### src/hw/rtl/u8d_pkg.sv
// ----------------------------------------------------------------------------
// u8d_pkg
// Shared types, codes and the transition table of the utf-8 decoder.
// ----------------------------------------------------------------------------
package u8d_pkg;

    localparam int unsigned CP_W    = 21;
    localparam int unsigned DFA_W   = 4;
    localparam int unsigned CLASS_W = 4;
    localparam int unsigned NUM_DFA = 9;
    localparam int unsigned NUM_CLS = 12;

    localparam logic [DFA_W-1:0] DFA_ACCEPT = 4'd0;
    localparam logic [DFA_W-1:0] DFA_REJECT = 4'd1;
    localparam logic [DFA_W-1:0] DFA_LAST   = 4'd8;

    localparam logic [CP_W-1:0] BMP_MAX = 21'h00FFFF;

    typedef enum logic [1:0] {
        STATUS_OK       = 2'd0,
        STATUS_CORRUPT  = 2'd1,
        STATUS_TOO_LONG = 2'd2
    } t_status;

    typedef struct packed {
        logic [DFA_W-1:0] dfa_state;
        logic [CP_W-1:0]  partial_code;
        logic             discarding;
    } t_dec_state;

    typedef struct packed {
        logic             valid;
        logic [CP_W-1:0]  code_point;
        t_status          status;
        logic             string_done;
    } t_step_res;

    localparam logic [DFA_W-1:0] STEP_TABLE [NUM_DFA][NUM_CLS] = '{
        '{4'd0, 4'd1, 4'd2, 4'd3, 4'd5, 4'd8, 4'd7, 4'd1, 4'd1, 4'd1, 4'd4, 4'd6},
        '{4'd1, 4'd1, 4'd1, 4'd1, 4'd1, 4'd1, 4'd1, 4'd1, 4'd1, 4'd1, 4'd1, 4'd1},
        '{4'd1, 4'd0, 4'd1, 4'd1, 4'd1, 4'd1, 4'd1, 4'd0, 4'd1, 4'd0, 4'd1, 4'd1},
        '{4'd1, 4'd2, 4'd1, 4'd1, 4'd1, 4'd1, 4'd1, 4'd2, 4'd1, 4'd2, 4'd1, 4'd1},
        '{4'd1, 4'd1, 4'd1, 4'd1, 4'd1, 4'd1, 4'd1, 4'd2, 4'd1, 4'd1, 4'd1, 4'd1},
        '{4'd1, 4'd2, 4'd1, 4'd1, 4'd1, 4'd1, 4'd1, 4'd1, 4'd1, 4'd2, 4'd1, 4'd1},
        '{4'd1, 4'd1, 4'd1, 4'd1, 4'd1, 4'd1, 4'd1, 4'd3, 4'd1, 4'd3, 4'd1, 4'd1},
        '{4'd1, 4'd3, 4'd1, 4'd1, 4'd1, 4'd1, 4'd1, 4'd3, 4'd1, 4'd3, 4'd1, 4'd1},
        '{4'd1, 4'd3, 4'd1, 4'd1, 4'd1, 4'd1, 4'd1, 4'd1, 4'd1, 4'd1, 4'd1, 4'd1}
    };

    function automatic logic [CLASS_W-1:0] byte_class(input logic [7:0] b);
        logic [CLASS_W-1:0] cls;
        if (b < 8'h80) begin
            cls = 4'd0;
        end else if (b < 8'h90) begin
            cls = 4'd1;
        end else if (b < 8'hA0) begin
            cls = 4'd9;
        end else if (b < 8'hC0) begin
            cls = 4'd7;
        end else if (b < 8'hC2) begin
            cls = 4'd8;
        end else if (b < 8'hE0) begin
            cls = 4'd2;
        end else if (b == 8'hE0) begin
            cls = 4'd10;
        end else if (b == 8'hED) begin
            cls = 4'd4;
        end else if (b < 8'hF0) begin
            cls = 4'd3;
        end else if (b == 8'hF0) begin
            cls = 4'd11;
        end else if (b < 8'hF4) begin
            cls = 4'd6;
        end else if (b == 8'hF4) begin
            cls = 4'd5;
        end else begin
            cls = 4'd8;
        end
        return cls;
    endfunction

endpackage

### src/hw/rtl/u8d_if.sv
// ----------------------------------------------------------------------------
// u8d_if
// Valid/ready channels of the utf-8 decoder: byte items in, code point items out.
// ----------------------------------------------------------------------------
interface u8d_byte_if;
    logic       valid;
    logic       ready;
    logic [7:0] in_byte;
    logic       end_of_text;

    modport source (output valid, output in_byte, output end_of_text, input ready);
    modport sink   (input valid, input in_byte, input end_of_text, output ready);
endinterface

interface u8d_cp_if;
    logic        valid;
    logic        ready;
    logic [20:0] code_point;
    logic [1:0]  status;
    logic        string_done;

    modport source (output valid, output code_point, output status, output string_done,
                    input ready);
    modport sink   (input valid, input code_point, input status, input string_done,
                    output ready);
endinterface

### src/hw/rtl/u8d_step.sv
// ----------------------------------------------------------------------------
// u8d_step
// One decoder step: byte class, table transition, code point assembly, errors.
// ----------------------------------------------------------------------------
module u8d_step (
    input  u8d_pkg::t_dec_state i_state,
    input  logic [7:0]          i_byte,
    input  logic                i_eot,
    input  logic                i_limit,
    output u8d_pkg::t_dec_state o_state,
    output u8d_pkg::t_step_res  o_res
);
    import u8d_pkg::*;

    logic [CLASS_W-1:0] cls;
    logic [DFA_W-1:0]   cur;
    logic [DFA_W-1:0]   nxt;
    logic [CP_W-1:0]    pc;
    logic [7:0]         lead_mask;

    always_comb begin
        cls       = byte_class(i_byte);
        cur       = (i_state.dfa_state > DFA_LAST) ? DFA_REJECT : i_state.dfa_state;
        lead_mask = 8'hFF >> cls;
        if (cur != DFA_ACCEPT) begin
            pc = {i_state.partial_code[CP_W-7:0], i_byte[5:0]};
        end else begin
            pc = {{(CP_W-8){1'b0}}, lead_mask & i_byte};
        end
        nxt = STEP_TABLE[cur][cls];

        o_state          = i_state;
        o_res.valid       = 1'b0;
        o_res.code_point  = '0;
        o_res.status      = STATUS_OK;
        o_res.string_done = 1'b1;

        if (i_state.discarding) begin
            if (i_eot) begin
                o_state = '{dfa_state: DFA_ACCEPT, partial_code: '0, discarding: 1'b0};
            end
        end else if (nxt == DFA_REJECT || (nxt != DFA_ACCEPT && i_eot)) begin
            o_state      = '{dfa_state: DFA_ACCEPT, partial_code: '0, discarding: !i_eot};
            o_res.valid  = 1'b1;
            o_res.status = STATUS_CORRUPT;
        end else if (nxt != DFA_ACCEPT) begin
            o_state = '{dfa_state: nxt, partial_code: pc, discarding: 1'b0};
        end else if (i_limit && pc > BMP_MAX) begin
            o_state      = '{dfa_state: DFA_ACCEPT, partial_code: '0, discarding: !i_eot};
            o_res.valid  = 1'b1;
            o_res.status = STATUS_TOO_LONG;
        end else begin
            o_state           = '{dfa_state: DFA_ACCEPT, partial_code: '0, discarding: 1'b0};
            o_res.valid       = 1'b1;
            o_res.code_point  = pc;
            o_res.string_done = i_eot;
        end
    end

endmodule

### src/hw/rtl/utf8_to_codepoint_decoder.sv
// ----------------------------------------------------------------------------
// utf8_to_codepoint_decoder
// Streaming utf-8 decoder: bytes in, unicode code points or error codes out.
// ----------------------------------------------------------------------------
// Usage:
//   i_in  carries one byte per item plus end_of_text on the last byte of a
//   string. o_out carries code_point, status (ok, corrupt, too long) and
//   string_done. Both channels are valid/ready.
//   i_cfg_we/i_cfg_wdata write limit_to_bmp; write it only while idle.
//   An accepted byte sits in the input register and is decoded into the
//   result register once that register is free or its result is taken.
//   Throughput: one byte per cycle unless the receiver stalls; the decoder
//   state loop is a single table lookup and shift between the input and
//   result registers.
//   Bytes that only open or continue a sequence, and bytes dropped after an
//   error until end_of_text, give no result.
//   Reset clears both valid flags, the decoder state and limit_to_bmp.
//   When the receiver stalls, the result register holds; the input register
//   still takes one more byte, then i_in.ready drops until the result drains.
// ----------------------------------------------------------------------------
module utf8_to_codepoint_decoder (
    input  logic         i_clk,
    input  logic         i_rst_n,
    input  logic         i_cfg_we,
    input  logic         i_cfg_wdata,
    u8d_byte_if.sink     i_in,
    u8d_cp_if.source     o_out
);
    import u8d_pkg::*;

    logic             r_limit;
    logic             r_in_valid;
    logic [7:0]       r_byte;
    logic             r_eot;
    t_dec_state       r_state;
    t_dec_state       n_state;
    t_step_res        n_res;
    logic             r_out_valid;
    logic [CP_W-1:0]  r_code_point;
    t_status          r_status;
    logic             r_string_done;
    logic             out_free;
    logic             advance;

    u8d_step u_step (
        .i_state (r_state),
        .i_byte  (r_byte),
        .i_eot   (r_eot),
        .i_limit (r_limit),
        .o_state (n_state),
        .o_res   (n_res)
    );

    assign out_free   = !r_out_valid || o_out.ready;
    assign advance    = r_in_valid && out_free;
    assign i_in.ready = !r_in_valid || advance;

    always_ff @(posedge i_clk) begin
        if (!i_rst_n) begin
            r_limit <= 1'b0;
        end else if (i_cfg_we) begin
            r_limit <= i_cfg_wdata;
        end
    end

    // input register
    always_ff @(posedge i_clk) begin
        if (!i_rst_n) begin
            r_in_valid <= 1'b0;
        end else if (i_in.ready) begin
            r_in_valid <= i_in.valid;
        end
    end

    always_ff @(posedge i_clk) begin
        if (i_in.ready && i_in.valid) begin
            r_byte <= i_in.in_byte;
            r_eot  <= i_in.end_of_text;
        end
    end

    // decoder state
    always_ff @(posedge i_clk) begin
        if (!i_rst_n) begin
            r_state <= '{dfa_state: DFA_ACCEPT, partial_code: '0, discarding: 1'b0};
        end else if (advance) begin
            r_state <= n_state;
        end
    end

    // result register
    always_ff @(posedge i_clk) begin
        if (!i_rst_n) begin
            r_out_valid <= 1'b0;
        end else if (out_free) begin
            r_out_valid <= advance && n_res.valid;
        end
    end

    always_ff @(posedge i_clk) begin
        if (advance && n_res.valid) begin
            r_code_point  <= n_res.code_point;
            r_status      <= n_res.status;
            r_string_done <= n_res.string_done;
        end
    end

    assign o_out.valid       = r_out_valid;
    assign o_out.code_point  = r_code_point;
    assign o_out.status      = r_status;
    assign o_out.string_done = r_string_done;

    a_err_zero_cp: assert property (@(posedge i_clk) disable iff (!i_rst_n)
        r_out_valid && r_status != STATUS_OK |-> r_code_point == '0)
        else $error("error item with nonzero code point");

    a_err_ends_string: assert property (@(posedge i_clk) disable iff (!i_rst_n)
        r_out_valid && r_status != STATUS_OK |-> r_string_done)
        else $error("error item without string_done");

    a_state_range: assert property (@(posedge i_clk) disable iff (!i_rst_n)
        r_state.dfa_state != DFA_REJECT && r_state.dfa_state <= DFA_LAST)
        else $error("decoder state out of range");

    a_discard_idle: assert property (@(posedge i_clk) disable iff (!i_rst_n)
        r_state.discarding |-> r_state.dfa_state == DFA_ACCEPT
                               && r_state.partial_code == '0)
        else $error("discarding with open sequence");

    a_stall_holds: assert property (@(posedge i_clk) disable iff (!i_rst_n)
        r_out_valid && !o_out.ready |=> r_out_valid && $stable(r_code_point)
                                        && $stable(r_status) && $stable(r_string_done))
        else $error("result changed while stalled");

endmodule

### src/flat_wrapper.sv
// flat-port wrapper written by rule: the top's interface ports become plain ports
module utf8_to_codepoint_decoder_flat import u8d_pkg::*;
  (i_clk, i_rst_n, i_cfg_we, i_cfg_wdata, i_in_valid, i_in_in_byte, i_in_end_of_text, i_in_ready, o_out_valid, o_out_code_point, o_out_status, o_out_string_done, o_out_ready);
  u8d_byte_if i_in_i ();
  u8d_cp_if o_out_i ();
  input  logic i_clk;
  input  logic i_rst_n;
  input  logic i_cfg_we;
  input  logic i_cfg_wdata;
  input wire logic [$bits(i_in_i.valid)-1:0] i_in_valid;
  input wire logic [$bits(i_in_i.in_byte)-1:0] i_in_in_byte;
  input wire logic [$bits(i_in_i.end_of_text)-1:0] i_in_end_of_text;
  output wire logic [$bits(i_in_i.ready)-1:0] i_in_ready;
  output wire logic [$bits(o_out_i.valid)-1:0] o_out_valid;
  output wire logic [$bits(o_out_i.code_point)-1:0] o_out_code_point;
  output wire logic [$bits(o_out_i.status)-1:0] o_out_status;
  output wire logic [$bits(o_out_i.string_done)-1:0] o_out_string_done;
  input wire logic [$bits(o_out_i.ready)-1:0] o_out_ready;
  assign i_in_i.valid = i_in_valid;
  assign i_in_i.in_byte = i_in_in_byte;
  assign i_in_i.end_of_text = i_in_end_of_text;
  assign i_in_ready = i_in_i.ready;
  assign o_out_valid = o_out_i.valid;
  assign o_out_code_point = o_out_i.code_point;
  assign o_out_status = o_out_i.status;
  assign o_out_string_done = o_out_i.string_done;
  assign o_out_i.ready = o_out_ready;
  utf8_to_codepoint_decoder u_core (.i_clk(i_clk), .i_rst_n(i_rst_n), .i_cfg_we(i_cfg_we), .i_cfg_wdata(i_cfg_wdata), .i_in(i_in_i), .o_out(o_out_i));
endmodule
### config.mk
export PLATFORM = sky130hd
export DESIGN_NAME = utf8_to_codepoint_decoder_flat
export DESIGN_NICKNAME = d
export VERILOG_FILES = /design/src/hw/rtl/u8d_pkg.sv /design/src/hw/rtl/u8d_if.sv /design/src/hw/rtl/u8d_step.sv /design/src/hw/rtl/utf8_to_codepoint_decoder.sv /design/src/flat_wrapper.sv
export SDC_FILE = /design/constraint.sdc
export NUM_CORES = 1
export LEC_CHECK = 0
export BUFFER_PORTS_ARGS = -buffer_cell sky130_fd_sc_hd__buf_2
export CORE_UTILIZATION = 30
export DETAILED_ROUTE_END_ITERATION = 10
export HOLD_SLACK_MARGIN = 0.06
export SYNTH_ARGS = -nofsm -noshare
export SYNTH_HDL_FRONTEND = slang
export SYNTH_SLANG_ARGS = --single-unit
### constraint.sdc
create_clock -name i_clk -period 4.9 [get_ports i_clk]
set_input_delay 0.49 -clock i_clk [delete_from_list [all_inputs] [get_ports i_clk]]
set_output_delay 0.49 -clock i_clk [all_outputs]
set_load 0.05 [all_outputs]
# Yosys cells after proc, flatten, opt, wreduce, memory -nomap -nowiden

Memory sizes are Yosys's and may differ from the RTL's.
Index checks and enable logic that the tools add are counted.

Register bits after elaboration: 56
Bits in read-only memories: 768
Bits of input ports: 15
Output and inout port bits: 26
Logic and storage cells: 84
Memories: 1

$lt $le $gt $ge: 12
Equality and inequality tests: 6
Shift operators: 1
Muxes and demuxes: 33
Bitwise operators: 3
Reductions and logical operators: 16

Memories:

| memory          | depth | width | rd ports | clocked after memory_dff | wr ports | RTL line       | RTL |
|---|---|---|---|---|---|---|---|
| (no name shown) | 16    | 48    | 1        | 0                        | 0        | u8d_step.sv:30 | `nxt = STEP_TABLE[cur][cls];` |

Operator list:

| cell                                                                   | count |
|---|---|
| 26-bit 2-to-1 mux                                                      | 4 |
| 48-bit 2-to-1 mux                                                      | 2 |
| 8-bit less-than comparator, second input constant                      | 8 |
| 21-bit 2-to-1 mux                                                      | 3 |
| 4-bit 2-to-1 mux                                                       | 15 |
| 25-bit 2-to-1 mux                                                      | 2 |
| 8-bit == test, second input constant                                   | 4 |
| 21-bit by 16-bit > comparator with 1-bit output, second input constant | 1 |
| 4-bit binary-select mux with 4-bit select                              | 1 |
| 5-bit >= comparator, second input constant                             | 2 |
| 4-bit inverter with 5-bit output                                       | 2 |
| 8-bit AND                                                              | 1 |
| 4-bit nonzero test                                                     | 2 |
| 8-bit by 4-bit right shift with 8-bit output, first input constant     | 1 |
| 1-bit logical AND                                                      | 5 |
| 4-bit by 1-bit == test with 1-bit output, second input constant        | 1 |
| 4-bit > comparator, second input constant                              | 1 |
| 1-bit 2-to-1 mux                                                       | 4 |
| 2-bit 2-to-1 mux                                                       | 2 |
| 4-bit OR reduction                                                     | 1 |
| 1-bit zero test                                                        | 3 |
| 1-bit logical OR                                                       | 3 |
| 3-bit OR reduction                                                     | 1 |
| 2-bit by 1-bit != test with 1-bit output, second input constant        | 1 |
| 2-bit AND reduction                                                    | 1 |

# Longest topological paths before layout

Depth after elaboration: 23
Depth in mapped cells: 10
Gate-level depth less buffers: 7

# Cells and area by module

From an unflattened synthesis, not the netlist that was laid out.

Cells, all modules: 391
Area total of the unflattened synthesis: 3672.3 um^2

By module, submodules not included:

| module                    | instances | cells an instance | area each (um^2) | sequential area each (um^2) |
|---|---|---|---|---|
| utf8_to_codepoint_decoder | 1         | 161               | 2165.8           | 1571.5 |
| u8d_step                  | 1         | 230               | 1506.4           | 0.0 |

# Worst setup path after synthesis

Ideal clock, no wire load.

Path type: register -> register
From: reg u_core.r_byte[2]
To: reg u_core.r_code_point[0], in the netlist u_core.o_out.code_point[0] (enable)
Setup time: 0.383 ns
Data arrival time: 2.942 ns
Data required time: 4.517 ns
Slack: 1.575 ns
Stages on the path, launching flop included: 9
Path buffers: 1
Period minus slack after synthesis: 3.325 ns
Cell sequence: edfxtp_1 -> clkbuf_2 -> or4_4 -> o32a_2 -> a41oi_4 -> mux2i_1 -> a221o_1 -> o21ai_0 -> and3_1

Word-level cells in the longest chain between the ends: 23
Elaborated cells between the ends (all ways): 36
Those cells by class: order compare: 8; eq/ne: 5; mux: 18; bitwise: 1; reduce/logical: 4

RTL lines:

| element                                                             | RTL line                         | RTL |
|---|---|---|
| start, declared                                                     | utf8_to_codepoint_decoder.sv:33  | `logic [7:0] r_byte;` |
| start signal, assigned                                              | utf8_to_codepoint_decoder.sv:77  | `r_byte <= i_in.in_byte;` |
| branches (longest 12 deep; another with 8-bit less-than comparator) | n/a                              |  |
| 4-bit 2-to-1 mux (*)                                                | u8d_pkg.sv:52                    | `if (b < 8'h80) begin` |
| 4-bit inverter with 5-bit output (not written as such) (*)          | u8d_step.sv:30                   |  |
| 4-bit binary-select mux with 4-bit select (*)                       | u8d_step.sv:30                   |  |
| 4-bit 2-to-1 mux (not written as such) (*) (2 in series)            | u8d_step.sv:30                   |  |
| 4-bit nonzero test                                                  | u8d_step.sv:42, u8d_step.sv:46   |  |
| 1-bit logical AND                                                   | u8d_step.sv:42                   | `end else if (nxt == DFA_REJECT \|\| (nxt != DFA_ACCEPT && i_eot)) begin` |
| 1-bit logical OR                                                    | u8d_step.sv:42                   |  |
| 1-bit 2-to-1 mux (*)                                                | u8d_step.sv:42                   |  |
| 25-bit 2-to-1 mux (*)                                               | u8d_step.sv:38                   | `if (i_state.discarding) begin` |
| 1-bit logical AND (*)                                               | utf8_to_codepoint_decoder.sv:101 | `if (advance && n_res.valid) begin` |
| end signal, assigned                                                | utf8_to_codepoint_decoder.sv:102 | `r_code_point <= n_res.code_point;` |
| end, declared                                                       | utf8_to_codepoint_decoder.sv:39  | `logic [CP_W-1:0] r_code_point;` |

Mark *: on every way between the ends. The select of a mux whose other input is x is not followed.
A chain may end at the register's enable or synchronous reset.

# Worst setup path after layout

From: reg u_core.r_byte[1]
To: reg u_core.r_string_done, in the netlist u_core.o_out.string_done (data pin)

Word-level cells in the longest chain between the ends: 21
Elaborated cells between the ends (all ways): 38
Those cells by class: order compare: 9; eq/ne: 5; shift: 1; mux: 16; bitwise: 2; reduce/logical: 5

RTL lines:

| element                                                             | RTL line                         | RTL |
|---|---|---|
| branches (longest 20 deep; another with 8-bit less-than comparator) | n/a                              |  |
| 4-bit OR reduction (no line) (*)                                    | n/a                              |  |
| end signal, assigned                                                | utf8_to_codepoint_decoder.sv:104 | `r_string_done <= n_res.string_done;` |
| end, declared                                                       | utf8_to_codepoint_decoder.sv:41  | `logic r_string_done;` |

Marked as above.

==> metrics.txt <==
# TYPE chip_impl_metric gauge
chip_impl_metric{name="floorplan.core_area",unit="um2"} 8636
chip_impl_metric{name="path_max_fanout",unit=""} 23
chip_impl_metric{name="floorplan.initialDensity",unit="%"} 30.83
chip_impl_metric{name="number_of_antenna_violations_at_the_first_check_in_global_routing",unit=""} 0
chip_impl_metric{name="routabilityCongestion",unit=""} 0.8547
chip_impl_metric{name="power.static_leakage",unit="nW"} 1.105
chip_impl_metric{name="antenna_cells_inserted",unit=""} 0
chip_impl_metric{name="router_iterations_before_antenna_repair",unit=""} 4
chip_impl_metric{name="rows",unit=""} 34
chip_impl_metric{name="synth_edf_count",unit=""} 33
chip_impl_metric{name="number_of_filler_instances_in_the_final_layout",unit=""} 889
chip_impl_metric{name="finalCriticalPeriod",unit="ps"} 3657
chip_impl_metric{name="postSynthRegisterBits",unit=""} 56
chip_impl_info{name="layout.cells.most_common_list",value="buf_2, edfxtp_1, nor3_1"} 1
chip_impl_metric{name="drive_gt1_share",unit="%"} 18.86
chip_impl_metric{name="netlist_instances",unit=""} 261
chip_impl_info{name="rsz0062_at_grt",value="no"} 1
chip_impl_metric{name="clkSlewWorstSetupHoldPaths",unit="ps"} 110
chip_impl_metric{name="numPortBuffers",unit=""} 40
chip_impl_metric{name="io_pins",unit=""} 41
chip_impl_metric{name="cpPeakStageDelay",unit="ps"} 670
chip_impl_metric{name="switching_power",unit="uW"} 276.5
chip_impl_metric{name="number_of_cells_traversed_by_the_worst_hold_path",unit=""} 1
chip_impl_metric{name="p_clk_share",unit="%"} 27.0
chip_impl_metric{name="detail_route.wirelength",unit="mm"} 5.633
chip_impl_metric{name="chipHeight",unit="um"} 96.21
chip_impl_metric{name="quantity_of_gates_resized_following_cts",unit=""} 0
chip_impl_metric{name="timing.fmax",unit="GHz"} 0.2734
chip_impl_metric{name="worst_ep_required_time",unit="ps"} 4960
chip_impl_metric{name="number_of_global_route_vias_before_repair",unit=""} 1884
chip_impl_metric{name="vias_per_cell",unit=""} 5.052
chip_impl_metric{name="final_area",unit="um2"} 3030
chip_impl_metric{name="hold_violations",unit=""} 0
chip_impl_info{name="tritoncts_clock_tree",value="done"} 1
chip_impl_metric{name="async_reset_ff_share",unit="%"} 0
chip_impl_metric{name="worst_ir_drop_vdd",unit="mV"} 0.1392
chip_impl_info{name="synth-main-ff-cell",value="edfxtp_1"} 1
chip_impl_metric{name="power_density",unit="nW/um2"} 311.3
chip_impl_metric{name="netlist.area_leader.share",unit="%"} 37.22
chip_impl_metric{name="total_congestion_overflow_after_global_routing",unit=""} 0
chip_impl_info{name="cp_cell_instances",value="or4_4 -> o32a_2 -> a41oi_4 -> mux2i_1 -> a221o_1 -> a2111o_1 -> or3_1"} 1
chip_impl_metric{name="dr.first_iter.drc_count",unit=""} 105
chip_impl_metric{name="hold_ws",unit="ps"} 351.9
chip_impl_info{name="min-delay-path-class",value="in -> reg"} 1
chip_impl_metric{name="postSynthAreaPerCell",unit="um2"} 10.20
chip_impl_metric{name="die-area",unit="um2"} 9256
chip_impl_info{name="layout.cells.most_common",value="buf_2"} 1
chip_impl_metric{name="grt_usage",unit="%"} 12.61
chip_impl_metric{name="internal_power",unit="uW"} 666.7
chip_impl_info{name="setup.worst_path.end_class",value="register"} 1
chip_impl_info{name="startpoint_types",value="register"} 1
chip_impl_metric{name="area_growth_syn_to_layout",unit="%"} 13.82
chip_impl_metric{name="slew_violations",unit=""} 0
chip_impl_metric{name="yosys.cell_types.count",unit=""} 47
chip_impl_info{name="crit_path_top_delay_cell",value="a2111o_1"} 1
chip_impl_metric{name="clock_path_buffers",unit=""} 2
chip_impl_metric{name="synth.yosys.warnings",unit=""} 0
chip_impl_metric{name="p_comb_share",unit="%"} 16.3
chip_impl_metric{name="grt_start_max_net_pins",unit=""} 24
chip_impl_metric{name="dp.final_hpwl",unit="mm"} 4.017
chip_impl_metric{name="numCtsBuffers",unit=""} 5
chip_impl_metric{name="detail_route.drc_violations",unit=""} 0
chip_impl_metric{name="post_synth_instance_area",unit="um2"} 2663
chip_impl_metric{name="synth_seq_area_share",unit="%"} 54.51
chip_impl_info{name="setup.worst_path.class",value="reg -> reg"} 1
chip_impl_metric{name="wire_length_of_the_first_global_routing_pass",unit="mm"} 9.004
chip_impl_metric{name="cts_htree_levels",unit=""} 2
chip_impl_info{name="synth.top_cells.by_area",value="edfxtp_1, dfxtp_1, nor3_1"} 1
chip_impl_metric{name="arrival_time_worst_endpoint",unit="ps"} 3710
chip_impl_metric{name="fin_skew",unit="ps"} 8.640
chip_impl_metric{name="vias",unit=""} 2046
chip_impl_metric{name="p_sw_share",unit="%"} 29.32
chip_impl_metric{name="die_width",unit="um"} 96.21
chip_impl_info{name="cts_root_buffer",value="clkbuf_8"} 1
chip_impl_metric{name="insertion_delay",unit="ps"} 300
chip_impl_metric{name="avgRoutedWirePerCell",unit="um"} 13.91
chip_impl_metric{name="dpl-instance-area",unit="um2"} 2944
chip_impl_metric{name="fin_tns_setup",unit="ps"} 0
chip_impl_metric{name="layout_worst_path_cycle_share",unit="%"} 74.64
chip_impl_metric{name="drtAntennaViolNets",unit=""} 0
chip_impl_metric{name="slew_headroom",unit="%"} 52.55
chip_impl_metric{name="max_cap_violations",unit=""} 0
chip_impl_metric{name="cts_post_setup_buffers_inserted",unit=""} 0
chip_impl_metric{name="numClockSinks",unit=""} 56
chip_impl_info{name="status",value="finished clean"} 1
chip_impl_metric{name="worstMarginPinSlew",unit="ps"} 711.7
chip_impl_metric{name="setup_violations",unit=""} 0
chip_impl_metric{name="worst-r2r-cell-count",unit=""} 7
chip_impl_metric{name="nets_final",unit=""} 311
chip_impl_metric{name="seq_power_share",unit="%"} 56.7
chip_impl_metric{name="postCtsHoldBufs",unit=""} 0
chip_impl_metric{name="synth_nets",unit=""} 276
chip_impl_info{name="synth_area_leader_cell",value="edfxtp_1"} 1
layout make-up:
| class | instances | area, um2 | area share [%] |
|---|---|---|---|
| Sequential cell | 56 | 1451 | 47.89 |
| Multi-Input combinational cell | 172 | 1071 | 35.34 |
| Timing Repair Buffer | 42 | 215.2 | 7.102 |
| Tap cell | 108 | 135.1 | 4.459 |
| Clock buffer | 6 | 72.57 | 2.395 |
| Inverter | 19 | 71.32 | 2.353 |
| Clock inverter | 2 | 13.76 | 0.4542 |
power groups by stage:
stage               Combinational, mW  Sequential [mW]  Clock, mW
global route                    0.168            0.538      0.279
detailed placement              0.154            0.546          0
global placement                0.152            0.545          0
CTS                             0.154            0.535      0.261
floorplan                      0.0893            0.577          0
finish                          0.153            0.535      0.255
metrics by stage:
| step | total power, mW | setup slack (ps) | instances | utilization, % |
|---|---|---|---|---|
| 5_1_grt | 0.9842 | 1060 | 405 | 35.09 |
| 6_report | 0.9433 | 1243 | 405 | 35.09 |
| 2_1_floorplan | 0.6665 | 1575 | 261 | - |
| 3_5_place_dp | 0.6992 | 1281 | 397 | 34.09 |
| 4_1_cts | 0.9500 | 1244 | 405 | 35.09 |
| 3_3_place_gp | 0.6977 | 1362 | 397 | 34.09 |
state kept, by name, indices dropped and copies added, names as in the netlist:
signal	cells
u_core.r_limit	1
u_core.r_eot	1
u_core.r_byte	8
u_core.o_out.status	2
u_core.o_out.code_point	21
u_core.o_out.valid	1
u_core.r_state	20
u_core.r_in_valid	1
u_core.o_out.string_done	1
kinds of logic after synthesis:
logic type,Yosys count,share of synthesized area (%)
AND/OR/NAND/NOR,96,18.70
AO/OA/AOI/OAI,69,18.89
flip-flops,56,54.51
buffers and inverters,33,5.263
multiplexers,7,2.632
critical path: cells and delay by family (launching register included):
kind | cells | cell delay [ps]
flip-flops | 1 | 510
AND/OR/NAND/NOR | 2 | 1010
multiplexers | 1 | 140
AO/OA/AOI/OAI | 4 | 1740
Yosys cell counts (5+ instances only):
library cell	count
and2_1	5
mux2i_1	7
o21ai_0	24
nor2_1	10
inv_1	19
a21oi_1	9
dfxtp_1	23
a22o_1	9
nand3_1	5
nand2_1	22
nor3_1	26
clkbuf_1	10
edfxtp_1	33
nor2b_1	11
worst paths after layout:
path | from | to | slack [ps]
worst max register to register | u_core.r_byte[1] | u_core.o_out.string_done | 1240
worst min-delay path | i_in_in_byte[7] | u_core.r_byte[7] | 350
worst min register to register | u_core.r_state[1] | u_core.r_state[1] | 470
worst max-delay path | u_core.r_byte[1] | u_core.o_out.string_done | 1240
layer usage:
| metal | wire [um] | vias to the layer above | part of all wire (%) | track usage (%) |
|---|---|---|---|---|
| met5 | 0 | - | 0 | 0 |
| met4 | 56 | 0 | 0.99 | 2.985 |
| met3 | 267 | 4 | 4.7 | 2.607 |
| met2 | 2741 | 53 | 49 | 21.28 |
| met1 | 2569 | 962 | 46 | 16.47 |
| li1 | - | 1027 | - | - |
Note: power is estimated with default switching activity, not from simulation.
